===== src/hw/rtl/mrs_pkg.sv =====
// ----------------------------------------------------------------------------
// mrs_pkg
// Types, constants and register indexes shared by the motor reversing
// sequencer modules.
// ----------------------------------------------------------------------------
package mrs_pkg;

    // timing of the sequencer, in input ticks and milliseconds
    localparam int unsigned TICKS_PER_STEP = 10;
    localparam int unsigned STEP_MS        = 10;
    localparam int unsigned AVG_LEN_LOG2   = 4;
    localparam int unsigned AVG_LEN        = 1 << AVG_LEN_LOG2;

    localparam int unsigned BASE_TIMEOUT_MS = 100;
    localparam int unsigned FWD_RAMP_STEPS  = 32;

    localparam int unsigned DUTY_W    = 12;
    localparam int unsigned SAMPLE_W  = 12;
    localparam int unsigned EXTRA_W   = 13;
    localparam int unsigned MS_W      = 16;
    localparam int unsigned STEPS_W   = 8;
    localparam int unsigned SHIFT_W   = 4;
    localparam int unsigned TICK_W    = 8;
    localparam int unsigned SUM_W     = 16;
    localparam int unsigned SCOUNT_W  = 4;
    localparam int unsigned CFG_IDX_W = 3;
    localparam int unsigned CFG_DATA_W = 16;

    localparam int unsigned S_TDATA_W = 32;
    localparam int unsigned M_TDATA_W = 24;

    // register reset values
    localparam logic [MS_W-1:0]    REVERSE_TIMEOUT_RST  = 16'd3000;
    localparam logic [MS_W-1:0]    WAIT_FWD_TIMEOUT_RST = 16'd1000;
    localparam logic [STEPS_W-1:0] SOFT_START_STEPS_RST = 8'd32;
    localparam logic [SHIFT_W-1:0] SOFT_START_SHIFT_RST = 4'd5;

    typedef enum logic [1:0] {
        PH_REVERSE      = 2'd0,
        PH_WAIT_REVERSE = 2'd1,
        PH_FORWARD      = 2'd2,
        PH_WAIT_FORWARD = 2'd3
    } phase_t;

    typedef enum logic [CFG_IDX_W-1:0] {
        CFG_FORWARD_DUTY      = 3'd0,
        CFG_REVERSE_DUTY      = 3'd1,
        CFG_FORWARD_EXTRA     = 3'd2,
        CFG_WAIT_REV_EXTRA    = 3'd3,
        CFG_REVERSE_TIMEOUT   = 3'd4,
        CFG_WAIT_FWD_TIMEOUT  = 3'd5,
        CFG_SOFT_START_STEPS  = 3'd6,
        CFG_SOFT_START_SHIFT  = 3'd7
    } cfg_idx_t;

    typedef struct packed {
        logic [DUTY_W-1:0]  forward_duty;
        logic [DUTY_W-1:0]  reverse_duty;
        logic [EXTRA_W-1:0] forward_extra_ms;
        logic [EXTRA_W-1:0] wait_reverse_extra_ms;
        logic [MS_W-1:0]    reverse_timeout_ms;
        logic [MS_W-1:0]    wait_forward_timeout_ms;
        logic [STEPS_W-1:0] soft_start_steps;
        logic [SHIFT_W-1:0] soft_start_shift;
    } mrs_cfg_t;

    typedef struct packed {
        phase_t              phase;
        logic                entry_pending;
        logic [MS_W-1:0]     elapsed_ms;
        logic [MS_W-1:0]     phase_timeout;
        logic [STEPS_W-1:0]  ramp_count;
        logic [DUTY_W-1:0]   duty;
        logic [TICK_W-1:0]   tick_divider;
        logic [SUM_W-1:0]    pot_one_sum;
        logic [SUM_W-1:0]    pot_two_sum;
        logic [SCOUNT_W-1:0] sample_count;
        logic [SAMPLE_W-1:0] pot_one_avg;
        logic [SAMPLE_W-1:0] pot_two_avg;
        logic                pwm_running;
        logic                driver_enable;
        logic                averages_ready;
    } mrs_state_t;

    typedef struct packed {
        logic              driver_on;
        logic              pwm_on;
        logic              direction_forward;
        phase_t            phase;
        logic [DUTY_W-1:0] duty;
    } mrs_result_t;

endpackage


===== src/hw/rtl/mrs_step.sv =====
// ----------------------------------------------------------------------------
// mrs_step
// Next-state logic for one tick: step strobe, phase entry, ramp, exit test
// and pot averaging.
// ----------------------------------------------------------------------------
module mrs_step
    import mrs_pkg::*;
(
    input  mrs_state_t           state_i,
    input  mrs_cfg_t             cfg_i,
    input  logic [SAMPLE_W-1:0]  pot_one_sample,
    input  logic [SAMPLE_W-1:0]  pot_two_sample,
    input  logic                 limit_low,
    output mrs_state_t           state_o,
    output mrs_result_t          result_o
);

    always_comb begin
        mrs_state_t          st;
        logic [TICK_W:0]     tick_inc;
        logic                strobe;
        logic [MS_W:0]       elapsed_sum;
        logic [DUTY_W-1:0]   target;
        logic [DUTY_W:0]     duty_sum;
        logic [SAMPLE_W+EXTRA_W-1:0] scale_prod;
        logic [SAMPLE_W-1:0] scale_avg;
        logic [EXTRA_W-1:0]  scale_extra;
        logic                leave;
        logic [SCOUNT_W:0]   sc_inc;

        st = state_i;

        tick_inc = (TICK_W+1)'(st.tick_divider) + 1'b1;
        strobe   = tick_inc >= (TICK_W+1)'(TICKS_PER_STEP);
        st.tick_divider = strobe ? '0 : tick_inc[TICK_W-1:0];

        // scaled timeout for the two pot-controlled phases
        if (st.phase == PH_WAIT_REVERSE) begin
            scale_extra = cfg_i.wait_reverse_extra_ms;
            scale_avg   = st.pot_two_avg;
        end else begin
            scale_extra = cfg_i.forward_extra_ms;
            scale_avg   = st.pot_one_avg;
        end
        scale_prod = (SAMPLE_W+EXTRA_W)'(scale_extra) * (SAMPLE_W+EXTRA_W)'(scale_avg);

        if (st.entry_pending) begin
            st.entry_pending = 1'b0;
            st.elapsed_ms    = '0;
            unique case (st.phase)
                PH_REVERSE: begin
                    st.phase_timeout = cfg_i.reverse_timeout_ms;
                    st.ramp_count    = cfg_i.soft_start_steps;
                    st.duty          = '0;
                end
                PH_FORWARD: begin
                    st.phase_timeout = MS_W'(scale_prod[SAMPLE_W+EXTRA_W-1:SAMPLE_W])
                                       + MS_W'(BASE_TIMEOUT_MS);
                    st.ramp_count    = STEPS_W'(FWD_RAMP_STEPS);
                    st.duty          = '0;
                end
                PH_WAIT_REVERSE: begin
                    st.phase_timeout = MS_W'(scale_prod[SAMPLE_W+EXTRA_W-1:SAMPLE_W])
                                       + MS_W'(BASE_TIMEOUT_MS);
                end
                PH_WAIT_FORWARD: begin
                    st.phase_timeout = cfg_i.wait_forward_timeout_ms;
                end
            endcase
        end

        target = (st.phase == PH_FORWARD) ? cfg_i.forward_duty : cfg_i.reverse_duty;
        duty_sum = (DUTY_W+1)'(st.duty) + (DUTY_W+1)'(target >> cfg_i.soft_start_shift);
        elapsed_sum = (MS_W+1)'(st.elapsed_ms) + (MS_W+1)'(STEP_MS);

        if (strobe) begin
            st.elapsed_ms = elapsed_sum[MS_W] ? '1 : elapsed_sum[MS_W-1:0];
            if (st.phase == PH_REVERSE || st.phase == PH_FORWARD) begin
                if (st.ramp_count != '0 &&
                    target > DUTY_W'(cfg_i.soft_start_steps)) begin
                    st.ramp_count = st.ramp_count - 1'b1;
                    st.duty       = duty_sum[DUTY_W] ? '1 : duty_sum[DUTY_W-1:0];
                end else begin
                    st.duty = target;
                end
            end
        end

        leave = st.elapsed_ms > st.phase_timeout;
        unique case (st.phase)
            PH_REVERSE: begin
                if (leave || !limit_low) begin
                    st.pwm_running   = 1'b0;
                    st.driver_enable = 1'b0;
                    st.phase         = PH_WAIT_REVERSE;
                end
            end
            PH_WAIT_REVERSE: begin
                if (leave) begin
                    st.pwm_running = 1'b1;
                    st.phase       = PH_FORWARD;
                end
            end
            PH_FORWARD: begin
                if (leave) begin
                    st.pwm_running = 1'b0;
                    st.phase       = PH_WAIT_FORWARD;
                end
            end
            PH_WAIT_FORWARD: begin
                if (leave) begin
                    st.duty          = '0;
                    st.pwm_running   = 1'b1;
                    st.driver_enable = 1'b1;
                    st.phase         = PH_REVERSE;
                end
            end
        endcase
        if (st.phase != state_i.phase) begin
            st.entry_pending = 1'b1;
            st.elapsed_ms    = '0;
        end

        // block averages over the pot samples
        st.pot_one_sum = st.pot_one_sum + SUM_W'(pot_one_sample);
        st.pot_two_sum = st.pot_two_sum + SUM_W'(pot_two_sample);
        sc_inc = (SCOUNT_W+1)'(st.sample_count) + 1'b1;
        if (sc_inc >= (SCOUNT_W+1)'(AVG_LEN)) begin
            st.sample_count = '0;
            st.pot_one_avg  = SAMPLE_W'(st.pot_one_sum >> AVG_LEN_LOG2);
            st.pot_two_avg  = SAMPLE_W'(st.pot_two_sum >> AVG_LEN_LOG2);
            st.pot_one_sum  = '0;
            st.pot_two_sum  = '0;
            if (!st.averages_ready) begin
                st.averages_ready = 1'b1;
                st.driver_enable  = 1'b1;
            end
        end else begin
            st.sample_count = sc_inc[SCOUNT_W-1:0];
        end

        state_o = st;
        result_o.duty              = st.duty;
        result_o.phase             = st.phase;
        result_o.direction_forward = (st.phase == PH_FORWARD) ||
                                     (st.phase == PH_WAIT_FORWARD);
        result_o.pwm_on            = st.pwm_running;
        result_o.driver_on         = st.driver_enable;
    end

endmodule


===== src/hw/rtl/motor_reversing_sequencer.sv =====
// ----------------------------------------------------------------------------
// motor_reversing_sequencer
// Reverse / pause / forward / pause motor sequencer with soft-start duty ramp,
// driven by one input item per 1 ms tick.
// ----------------------------------------------------------------------------
// Takes one item per clock while the output is not stalled and gives one result
// per item; each item passes through the input register and then the result
// register before it is valid on the output. The rate is set by the state
// update in mrs_step, which sits between the input register and the result
// register; each item reads the state left by the one before it.
// Configuration registers are written through cfg_wr_en/cfg_addr/cfg_wdata
// and must only change while no item is in flight.
module motor_reversing_sequencer
    import mrs_pkg::*;
(
    input  logic                   aclk,
    input  logic                   aresetn,

    input  logic                   cfg_wr_en,
    input  logic [CFG_IDX_W-1:0]   cfg_addr,
    input  logic [CFG_DATA_W-1:0]  cfg_wdata,

    input  logic                   s_axis_tvalid,
    output logic                   s_axis_tready,
    // [11:0] pot_one_sample, [23:12] pot_two_sample, [24] limit_low
    input  logic [S_TDATA_W-1:0]   s_axis_tdata,

    output logic                   m_axis_tvalid,
    input  logic                   m_axis_tready,
    // [11:0] duty, [13:12] phase, [14] direction_forward, [15] pwm_on,
    // [16] driver_on
    output logic [M_TDATA_W-1:0]   m_axis_tdata
);

    mrs_cfg_t            cfg_reg;
    mrs_state_t          state_reg;
    mrs_state_t          state_next;
    mrs_result_t         result_next;
    mrs_result_t         out_data_reg;
    logic                out_valid_reg;
    logic                in_valid_reg;
    logic [SAMPLE_W-1:0] pot_one_reg;
    logic [SAMPLE_W-1:0] pot_two_reg;
    logic                limit_low_reg;
    logic                advance;

    assign advance       = in_valid_reg && (!out_valid_reg || m_axis_tready);
    assign s_axis_tready = !in_valid_reg || advance;

    always_ff @(posedge aclk) begin
        if (!aresetn) begin
            cfg_reg.forward_duty            <= '0;
            cfg_reg.reverse_duty            <= '0;
            cfg_reg.forward_extra_ms        <= '0;
            cfg_reg.wait_reverse_extra_ms   <= '0;
            cfg_reg.reverse_timeout_ms      <= REVERSE_TIMEOUT_RST;
            cfg_reg.wait_forward_timeout_ms <= WAIT_FWD_TIMEOUT_RST;
            cfg_reg.soft_start_steps        <= SOFT_START_STEPS_RST;
            cfg_reg.soft_start_shift        <= SOFT_START_SHIFT_RST;
        end else if (cfg_wr_en) begin
            unique case (cfg_idx_t'(cfg_addr))
                CFG_FORWARD_DUTY:     cfg_reg.forward_duty <= cfg_wdata[DUTY_W-1:0];
                CFG_REVERSE_DUTY:     cfg_reg.reverse_duty <= cfg_wdata[DUTY_W-1:0];
                CFG_FORWARD_EXTRA:    cfg_reg.forward_extra_ms <= cfg_wdata[EXTRA_W-1:0];
                CFG_WAIT_REV_EXTRA:   cfg_reg.wait_reverse_extra_ms <= cfg_wdata[EXTRA_W-1:0];
                CFG_REVERSE_TIMEOUT:  cfg_reg.reverse_timeout_ms <= cfg_wdata[MS_W-1:0];
                CFG_WAIT_FWD_TIMEOUT: cfg_reg.wait_forward_timeout_ms <= cfg_wdata[MS_W-1:0];
                CFG_SOFT_START_STEPS: cfg_reg.soft_start_steps <= cfg_wdata[STEPS_W-1:0];
                CFG_SOFT_START_SHIFT: cfg_reg.soft_start_shift <= cfg_wdata[SHIFT_W-1:0];
                default: ;
            endcase
        end
    end

    // input register
    always_ff @(posedge aclk) begin
        if (!aresetn) begin
            in_valid_reg <= 1'b0;
        end else if (s_axis_tready) begin
            in_valid_reg <= s_axis_tvalid;
        end
        if (s_axis_tready && s_axis_tvalid) begin
            pot_one_reg   <= s_axis_tdata[SAMPLE_W-1:0];
            pot_two_reg   <= s_axis_tdata[2*SAMPLE_W-1:SAMPLE_W];
            limit_low_reg <= s_axis_tdata[2*SAMPLE_W];
        end
    end

    mrs_step u_step (
        .state_i        (state_reg),
        .cfg_i          (cfg_reg),
        .pot_one_sample (pot_one_reg),
        .pot_two_sample (pot_two_reg),
        .limit_low      (limit_low_reg),
        .state_o        (state_next),
        .result_o       (result_next)
    );

    // sequencer state and result register
    always_ff @(posedge aclk) begin
        if (!aresetn) begin
            state_reg     <= '{phase:         PH_REVERSE,
                               entry_pending: 1'b1,
                               phase_timeout: MS_W'(BASE_TIMEOUT_MS),
                               pwm_running:   1'b1,
                               default:       '0};
            out_valid_reg <= 1'b0;
        end else if (advance) begin
            state_reg     <= state_next;
            out_valid_reg <= 1'b1;
        end else if (m_axis_tready) begin
            out_valid_reg <= 1'b0;
        end
        if (advance) begin
            out_data_reg <= result_next;
        end
    end

    assign m_axis_tvalid = out_valid_reg;
    assign m_axis_tdata  = {7'b0, out_data_reg.driver_on, out_data_reg.pwm_on,
                            out_data_reg.direction_forward, out_data_reg.phase,
                            out_data_reg.duty};

endmodule

===== config.mk =====
export PLATFORM = sky130hd
export DESIGN_NAME = motor_reversing_sequencer
export DESIGN_NICKNAME = d
export VERILOG_FILES = /design/src/hw/rtl/mrs_pkg.sv /design/src/hw/rtl/mrs_step.sv /design/src/hw/rtl/motor_reversing_sequencer.sv
export SDC_FILE = /design/constraint.sdc
export NUM_CORES = 1
export LEC_CHECK = 0
export ABC_AREA = 1
export BUFFER_PORTS_ARGS = -buffer_cell sky130_fd_sc_hd__buf_2
export CAP_MARGIN = 0
export CORE_UTILIZATION = 40
export DETAILED_ROUTE_END_ITERATION = 8
export SETUP_SLACK_MARGIN = 0.3
export SYNTH_ARGS = -nofsm -noshare
export SYNTH_HDL_FRONTEND = slang
export SYNTH_SLANG_ARGS = --single-unit

===== constraint.sdc =====
create_clock -name aclk -period 11.4 [get_ports aclk]
set_input_delay 0.57 -clock aclk [delete_from_list [all_inputs] [get_ports aclk]]
set_output_delay 0.57 -clock aclk [all_outputs]
set_load 0.1 [all_outputs]

Word-level counts from Yosys, hierarchy flattened:

Index checks and enable logic that the tools add are counted.
W data, S select, Z words.

* register bits after elaboration: 264
* input bits: 56
* output and inout bits: 26
* word-level logic and storage cells: 119

* $add $sub $neg: 8
* multipliers: 1
* magnitude comparators: 4
* equal/unequal tests: 13
* shifts and indexed selects: 1
* multiplexer cells: 34
* reductions and logical operators: 25

Operators with widths (number)
* $mux W12: 6
* $mux W52: 1
* $pmux W16 S3: 1
* $mux W20: 2
* $pmux W20 S2: 1
* $add A16 B12 Y16: 2
* $mux W16: 2
* $mux W32: 1
* $mul A13 B12 Y25: 1
* $reduce_and A2 Y1: 9
* $add A16 B4 Y17 const B: 1
* $mux W17: 1
* $gt A16 B16 Y1: 1
* $mux W2: 8
* $mux W8: 2
* $add A13 B7 Y14 const B: 1
* $add A12 B13 Y13: 1
* $mux W13: 1
* $shr A12 B4 Y13: 1
* $eq A3 B3 Y1 const B: 4
* $gt A12 B8 Y1: 1
* $add A8 B1 Y9 const B: 1
* $ge A9 B4 Y1 const B: 1
* $eq A2 B2 Y1 const B: 4
* 20 further kinds: 32

Logic depth before layout (Yosys ltp):

Gate-level depths: netlist (run 1).

* word-level depth: 15
* mapped depth: 56
* depth with buffers taken out: 53

By module:

Synthesis (run 1) repeated with hierarchy kept, for this count alone.

* cell total of the unflattened synthesis: 3150
* area, all modules: 21753.4 um^2

By module, submodules not included
* mrs_step: instances 1, cells each 1881, area an instance 11508.5 um^2, sequential area each 0.0 um^2
* motor_reversing_sequencer: instances 1, cells each 1269, area an instance 10244.8 um^2, sequential area each 5705.5 um^2

Worst setup path before layout (run 1):

Ideal clock, no wire load.

* path type: flip-flop to flip-flop
* start point: reg state_reg[125] (netlist name)
* end point: reg state_reg[110] (netlist name)
* setup time: 0.117 ns
* arrival time: 8.078 ns
* path slack: 3.205 ns
* cell stages (with the launch flop): 46
* buffers on the path: 4
* cells stage by stage: dfxtp_1 > inv_1 > ha_1 > buf_6 > clkbuf_1 > o21ai_0 > clkbuf_1 > nand2_1 > fa_1 > inv_1 > fa_1 > fa_1 > fa_1 > inv_1 > fa_1 > inv_1 > ha_1 > nand2_1 > [10 not listed] > a21boi_1 > ha_1 > nand2_1 > nor2_1 > a211oi_1 > o22ai_1 > nand3b_1 > nand2_1 > nand2_1 > o21ai_0 > nand2_1 > nand2_1 > nand2_1 > nand2_1 > nand2_1 > inv_1 > buf_2 > nor2_1

* word-level cells in the longest chain between the ends: 12

RTL lines
* start: declaration: RTL line motor_reversing_sequencer.sv:36 `mrs_state_t state_reg;`
* start signal: assignment: RTL line motor_reversing_sequencer.sv:102 `state_reg <= '{phase: PH_REVERSE,`
* start signal: assignment: RTL line motor_reversing_sequencer.sv:109 `state_reg <= state_next;`
* $eq A2 B1 Y1: RTL line mrs_step.sv:38, mrs_step.sv:50, mrs_step.sv:90
* $mux W13 or $mux W12 (tied branches): RTL line mrs_step.sv:38 `if (st.phase == PH_WAIT_REVERSE) begin`
* $mul A13 B12 Y25: RTL line mrs_step.sv:45 `scale_prod = (SAMPLE_W+EXTRA_W)'(scale_extra) * (SAMPLE_W+EXTRA_W)'(scale_avg);`
* $add A13 B7 Y14: RTL line mrs_step.sv:58, mrs_step.sv:64
* $pmux W16 S3: RTL line mrs_step.sv:50 `unique case (st.phase)`
* $mux W52: RTL line mrs_step.sv:47 `if (st.entry_pending) begin`
* $gt A16 B16 Y1: RTL line mrs_step.sv:89 `leave = st.elapsed_ms > st.phase_timeout;`
* $logic_or A1 B1 Y1: RTL line mrs_step.sv:92 `if (leave || !limit_low) begin`
* $mux W2: RTL line mrs_step.sv:92
* $pmux W2 S4: RTL line mrs_step.sv:90 `unique case (st.phase)`
* $ne A2 B2 Y1 (*): RTL line mrs_step.sv:119 `if (st.phase != state_i.phase) begin`
* $mux W17 (*): RTL line mrs_step.sv:119

Every way passes the cells marked *; elsewhere a longest branch is shown, timed or not.
A chain may end at the register's enable or synchronous reset.

Worst setup path after layout (run 1):

* start point: reg state_reg[125] (netlist name)
* end point: reg state_reg[120] (netlist name)

Same word-level chain as after synthesis.

==> flow_metrics.env, run 1 <==
export IMPL_netlist_top_cells_count="499 x nand2_1, 392 x inv_1, 354 x nor2_1, 222 x dfxtp_1, 217 x o21ai_0"
export IMPL_syn_area_mm2=0.0195
export IMPL_path_clk_slew_ps=60
export IMPL_antenna_found_initial=0
export IMPL_grt_usage_pct=20.8
export IMPL_p_sw_share_pct=29.2
export IMPL_rsz0062_at_grt="false"
export IMPL_dp_slack_ps=1500
export IMPL_fin_ws_ps=1480
export IMPL_cts_tree="done"
export IMPL_core_area_mm2=0.0479
export IMPL_ys_top_cells_by_area="dfxtp_1 23%, fa_1 11%, nand2_1 9.6%, ha_1 8.4%, inv_1 7.5%"
export IMPL_final_min_clock_period_ps=9920
export IMPL_avgRoutedWirePerCell_um=15.4
export IMPL_finalSetupViolations=0
export IMPL_ys_types=66
export IMPL_clk_insertion_delay_late_ps=580
export IMPL_cp_arrival_ps=10360
export IMPL_die_area_mm2=0.0497
export IMPL_worstReg2RegEnd="state_reg[120]$_SDFFE_PN0P_"
export IMPL_largest_register_ffs=126
export IMPL_yosysTopAreaCell="dfxtp_1"
export IMPL_outcome="complete, no violations"
export IMPL_overflow=0
export IMPL_reg2reg_slack_ps=1480
export IMPL_yosys_warnings=0
export IMPL_worstHoldStart="s_axis_tdata[2]"
export IMPL_worstRegToRegCells=43
export IMPL_syn_area_per_cell_um2=7.33
export IMPL_start_util_pct=40.7
export IMPL_numPortBuffers=67
export IMPL_post_cts_buffers=0
export IMPL_numCtsBuffers=30
export IMPL_finClkSkew_ps=28.3
export IMPL_drive_above_1_share_pct=8.32
export IMPL_die_y_um=223
export IMPL_clockRootBuffer="clkbuf_16"
export IMPL_sequentialPowerShare_pct=41.9
export IMPL_drt_iter0_drc=1147
export IMPL_finalHoldViolations=0
export IMPL_synthFlopType="dfxtp_1"
export IMPL_final_nets=2979
export IMPL_synth_seq_cells=264
export IMPL_drtPass1Iterations=5
export IMPL_place_congestion=0.862
export IMPL_crit_path_start_kind="flop"
export IMPL_cp_required_ps=11840
export IMPL_grt_pass1_vias=16300
export IMPL_synth_seq_area_share_pct=29.2
export IMPL_relSlewSlack_pct=22.9
export IMPL_synth_most_common_cell="nand2_1"
export IMPL_critPathSlowestCell="ha_2"
export IMPL_io_pin_count=82
export IMPL_cts_hold_buf=0
export IMPL_grt_pass1_wl_mm=84.9
export IMPL_r2r_start="state_reg[125]$_SDFFE_PN0P_"
export IMPL_p_comb_share_pct=16.1
export IMPL_netlist_area_leader_share_pct=22.8
export IMPL_critPathTopFamily="adder cells"
export IMPL_endpoint_kind="flop"
export IMPL_hold_class="in -> reg"
export IMPL_p_int_uw=1710
export IMPL_p_sw_uw=706
export IMPL_grt_max_degree=98
export IMPL_finalCoreUtilization_pct=44.6
export IMPL_crit_buf_inv=6
export IMPL_dr_total_vias=17100
export IMPL_synthToLayoutAreaGrowth_pct=9.55
export IMPL_antennaDiodeCount=0
export IMPL_crit_type="reg -> reg"
export IMPL_fin_crit_sh_pct=87.0
export IMPL_crit_top_cell="nand2_1"
export IMPL_tightest_slew_ps=1150
export IMPL_min_path_cells=1
export IMPL_dp_final_hpwl_mm=37.7
export IMPL_slew_violations=0
export IMPL_leakage_uw=0.00990
export IMPL_max_stage_delay_ps=610
export IMPL_synthCells=2665
export IMPL_maxCapViolations=0
export IMPL_whs_endpoint="pot_one_reg[2]$_DFFE_PP_"
export IMPL_async_flop_share_pct=0
export IMPL_num_rows=80
export IMPL_cts_repair_resized=0
export IMPL_htreeDepth=1
export IMPL_clockPowerShare_pct=42.0
export IMPL_drt_antenna_violating_nets=0
export IMPL_cts_max_path_buffers=3
export IMPL_wirelength_mm=51.1
export IMPL_tns_ps=0
export IMPL_die_w_um=223
export IMPL_fmax_mhz=101
export IMPL_peakVddDrop_v=0.000147
export IMPL_clkSinkCount=264
export IMPL_viasPerCell=5.16
export IMPL_pwr_density_cell_mw_per_mm2=113
export IMPL_crit_fanout=24
export IMPL_drc=0
export IMPL_synth_edff_count=42
[power by group through the flow]
stage	Sequential, µW	Clock (µW)	Combinational, µW
final	1010	1020	390
after global routing	1020	1080	435
after CTS	1010	1040	388
after detailed placement	1030	0	387
after global placement	1030	0	380
after floorplan	1050	0	263
[per-stage QoR]
| step | total power [µW] | hold WS [ps] | area (µm²) | cells |
|---|---|---|---|---|
| 3_5_place_dp | 1420 | 432 | 20300 | 3263 |
| 4_1_cts | 2440 | 152 | 21400 | 3319 |
| 5_1_grt | 2530 | 162 | 21400 | 3319 |
| 3_3_place_gp | 1410 | 424 | 20300 | 3263 |
| 6_report | 2420 | 176 | 21400 | 3319 |
| 2_1_floorplan | 1310 | 415 | 19600 | 2671 |
[cells in the final DEF (no fill, tap or decap), types with 4 or more instances in the layout]
cell	Yosys	layout
nand2_1	499	498
inv_1	392	392
nor2_1	354	353
dfxtp_1	222	222
o21ai_0	217	213
a21oi_1	201	201
ha_1	131	130
fa_1	112	112
nand3_1	84	84
buf_2	6	66
xor2_1	42	42
edfxtp_1	42	42
clkbuf_16	0	33
o21ai_1	27	31
buf_4	13	24
nand2_2	22	23
o211ai_1	23	23
nor3_1	19	19
inv_2	12	12
nand2_4	11	11
xnor2_1	11	11
nand4_1	10	10
clkbuf_1	88	10
clkbuf_8	0	10
nand3b_1	9	9
a22oi_1	9	9
nor4_1	8	8
o221ai_1	7	7
conb_1	1	7
nor2_2	5	6
a31oi_1	6	6
a21o_1	5	5
nor2_4	5	5
o31ai_1	5	5
nand3_2	5	5
a211oi_1	4	4
nor3_2	4	4
or2_2	4	4
[cell families after synthesis]
group	synth area share, %
and+or+nand+nor	22.7
AOI/OAI and AO/OA	15.1
buffers and inverters	10.4
DFF	29.2
adders and majority gates	19.9
xor gates and xnor gates	2.60
other	0.0192
muxes	0.0513
[how the worst max path moves through the flow]
stage                                      startpoint                           to  slack, ps  cells after the start
after detailed placement  state_reg[125]$_SDFFE_PN0P_  state_reg[113]$_SDFFE_PN0P_       1500                     43
final                     state_reg[125]$_SDFFE_PN0P_  state_reg[120]$_SDFFE_PN0P_       1480                     43
after floorplan           state_reg[125]$_SDFFE_PN0P_  state_reg[110]$_SDFFE_PN0P_       3210                     45
after global placement    state_reg[125]$_SDFFE_PN0P_  state_reg[110]$_SDFFE_PN0P_       1640                     46
after global routing      state_reg[125]$_SDFFE_PN0P_  state_reg[117]$_SDFFE_PN0P_        670                     41
after CTS                 state_reg[125]$_SDFFE_PN0P_  state_reg[120]$_SDFFE_PN0P_       1440                     43
[metal layers]
| metal | global-route usage, % | part of all wire [%] | wire, µm | up-vias |
|---|---|---|---|---|
| met5 | 0 | 0 | 0 | - |
| met4 | 4.49 | 1.6 | 806 | 0 |
| met3 | 2.13 | 5.5 | 2840 | 51 |
| met2 | 32.8 | 44 | 22500 | 447 |
| met1 | 30.7 | 49 | 25000 | 8096 |
| li1 | - | - | - | 8541 |
[area by class of cell]
| cell class | count | area, µm² |
|---|---|---|
| fill | 4759 | 26500 |
| tap | 615 | 769 |
| timing repair buffer | 90 | 510 |
| clock inverter | 3 | 51.3 |
| multi-input combinational | 1887 | 11800 |
| sequential | 264 | 5710 |
| inverter | 407 | 1540 |
| clock buffer | 53 | 1000 |
No activity file was read; power rests on OpenSTA's default activity.
==> run 2: changes to the inputs <==
- CORE_MARGIN: default -> 4
- clock period: 11.4 -> 12.35 ns (I/O delays scaled with it)
==> run 2 against run 1 <==
  * Die area rose by 5.5%
  * Final cell count about the same
  * Routed wire length up 1.4%
  * Highest routed layer unchanged
  * Critical path depth rose by 3
  * Largest power group is now sequential cells
  * Largest cell class unchanged
  * First-iteration DRC count increased by 18%
==> flow_metrics.env, run 2 (same netlist as run 1, synthesis figures left out) <==
export IMPL_place_congestion=0.892
export IMPL_critPathSlowestCell="fa_1"
export IMPL_hold_class="in -> reg"
export IMPL_final_cell_mix="498 x nand2_1, 392 x inv_1, 353 x nor2_1, 222 x dfxtp_1, 212 x o21ai_0"
export IMPL_crit_type="reg -> reg"
export IMPL_fin_area_mm2=0.0214
export IMPL_crit_fanout=24
export IMPL_placed_area_mm2=0.0203
export IMPL_die_y_um=229
export IMPL_drive_above_1_share_pct=8.40
export IMPL_reg2reg_slack_ps=2310
export IMPL_final_min_clock_period_ps=10040
export IMPL_pwr_density_cell_mw_per_mm2=104
export IMPL_grt_pass1_vias=16500
export IMPL_tightest_slew_ps=1290
export IMPL_endpoint_kind="flop"
export IMPL_core_area_mm2=0.0480
export IMPL_relSlewSlack_pct=13.7
export IMPL_peakVddDrop_v=0.000109
export IMPL_die_w_um=229
export IMPL_dp_cells=3261
export IMPL_final_nets=2977
export IMPL_htreeDepth=1
export IMPL_drt_iter0_drc=1350
export IMPL_cts_hold_buf=0
export IMPL_drt_antenna_violating_nets=0
export IMPL_max_stage_delay_ps=560
export IMPL_finClkSkew_ps=27.1
export IMPL_crit_path_start_kind="flop"
export IMPL_outcome="complete, no violations"
export IMPL_clk_insertion_delay_late_ps=580
export IMPL_clockRootBuffer="clkbuf_16"
export IMPL_cts_repair_resized=0
export IMPL_numCtsBuffers=30
export IMPL_finalSetupViolations=0
export IMPL_critPathTopFamily="adder cells"
export IMPL_tns_ps=0
export IMPL_dp_final_hpwl_mm=38.4
export IMPL_multi_input_area_mm2=0.0118
export IMPL_seqCellArea_mm2=0.00571
export IMPL_finalNonFillerCells=3317
export IMPL_synthToLayoutAreaGrowth_pct=9.46
export IMPL_antenna_found_initial=0
export IMPL_sequentialPowerShare_pct=42.1
export IMPL_cts_tree="done"
export IMPL_die_area_mm2=0.0524
export IMPL_p_sw_uw=660
export IMPL_fill_cells=4908
export IMPL_num_rows=80
export IMPL_fmax_mhz=99.6
export IMPL_drtPass1Iterations=5
export IMPL_slew_violations=0
export IMPL_viasPerCell=5.15
export IMPL_path_clk_slew_ps=60
export IMPL_start_util_pct=40.7
export IMPL_p_int_uw=1570
export IMPL_grt_usage_pct=19.4
export IMPL_cts_max_path_buffers=3
export IMPL_largest_register_ffs=126
export IMPL_cp_arrival_ps=10470
export IMPL_rsz0062_at_grt="false"
export IMPL_avgRoutedWirePerCell_um=15.6
export IMPL_grt_max_degree=121
export IMPL_cp_required_ps=12780
export IMPL_maxCapViolations=0
export IMPL_p_comb_share_pct=16.0
export IMPL_drc=0
export IMPL_crit_top_cell="nand2_1"
export IMPL_overflow=0
export IMPL_leakage_uw=0.00987
export IMPL_io_pin_count=82
export IMPL_post_cts_buffers=0
export IMPL_grt_pass1_wl_mm=85.2
export IMPL_p_sw_share_pct=29.7
export IMPL_mostFrequentLayoutCell="nand2_1"
export IMPL_numPortBuffers=67
export IMPL_finalHoldViolations=0
export IMPL_power_uw=2230
export IMPL_clockPowerShare_pct=41.9
export IMPL_crit_buf_inv=9
export IMPL_fin_crit_sh_pct=81.3
export IMPL_clkSinkCount=264
export IMPL_dr_total_vias=17100
export IMPL_wirelength_mm=51.9
export IMPL_antennaDiodeCount=0
-- run 2: final cells by class --
class                   count  area share [%]
clock inverters            22            1.18
flip-flops and latches    264            26.7
clock buffers              34            3.73
repair buffers             88            2.32
well taps                 615            3.60
inverters                 407            7.19
multi-input cells        1887            55.3
-- run 2: worst register-to-register path, delay by kind of cell (launching register included) --
family / cells / cell delay [ps]
AOI/OAI and AO/OA: 8 / 1590
xor gates and xnor gates: 1 / 240
adders and majority gates: 8 / 3590
buffers and inverters: 9 / 1620
DFF: 1 / 370
and+or+nand+nor: 20 / 2480
-- run 2: final timing paths --
kind | cells after the start | to | from
min reg2reg | 2 | state_reg[69]$_SDFFE_PN0P_ | state_reg[69]$_SDFFE_PN0P_
min | 1 | pot_one_reg[7]$_DFFE_PP_ | s_axis_tdata[7]
max reg2reg | 46 | state_reg[113]$_SDFFE_PN0P_ | state_reg[125]$_SDFFE_PN0P_
max | 46 | state_reg[113]$_SDFFE_PN0P_ | state_reg[125]$_SDFFE_PN0P_
-- run 2: metal layers --
| layer | vias up | wire length [µm] | global-route usage [%] |
|---|---|---|---|
| met4 | 0 | 1030 | 4.05 |
| met2 | 395 | 22900 | 30.8 |
| li1 | 8522 | - | - |
| met1 | 8087 | 25500 | 28.9 |
| met5 | - | 0 | 0 |
| met3 | 74 | 2490 | 1.83 |
-- run 2: power groups by stage --
| stage | clock network (µW) | logic [µW] | registers (µW) |
|---|---|---|---|
| 2_1_floorplan | 0 | 243 | 971 |
| 3_3_place_gp | 0 | 347 | 954 |
| 3_5_place_dp | 0 | 352 | 956 |
| 4_1_cts | 957 | 354 | 937 |
| 5_1_grt | 996 | 395 | 941 |
| 6_report | 934 | 356 | 937 |
-- run 2: through the flow --
stage / utilization [%] / hold slack [ps] / worst slack, ps
2_1_floorplan: - / 415 / 4160
3_3_place_gp: 42.3 / 424 / 2470
3_5_place_dp: 42.3 / 427 / 2320
4_1_cts: 44.5 / 199 / 2250
5_1_grt: 44.5 / 206 / 1480
6_report: 44.5 / 231 / 2310
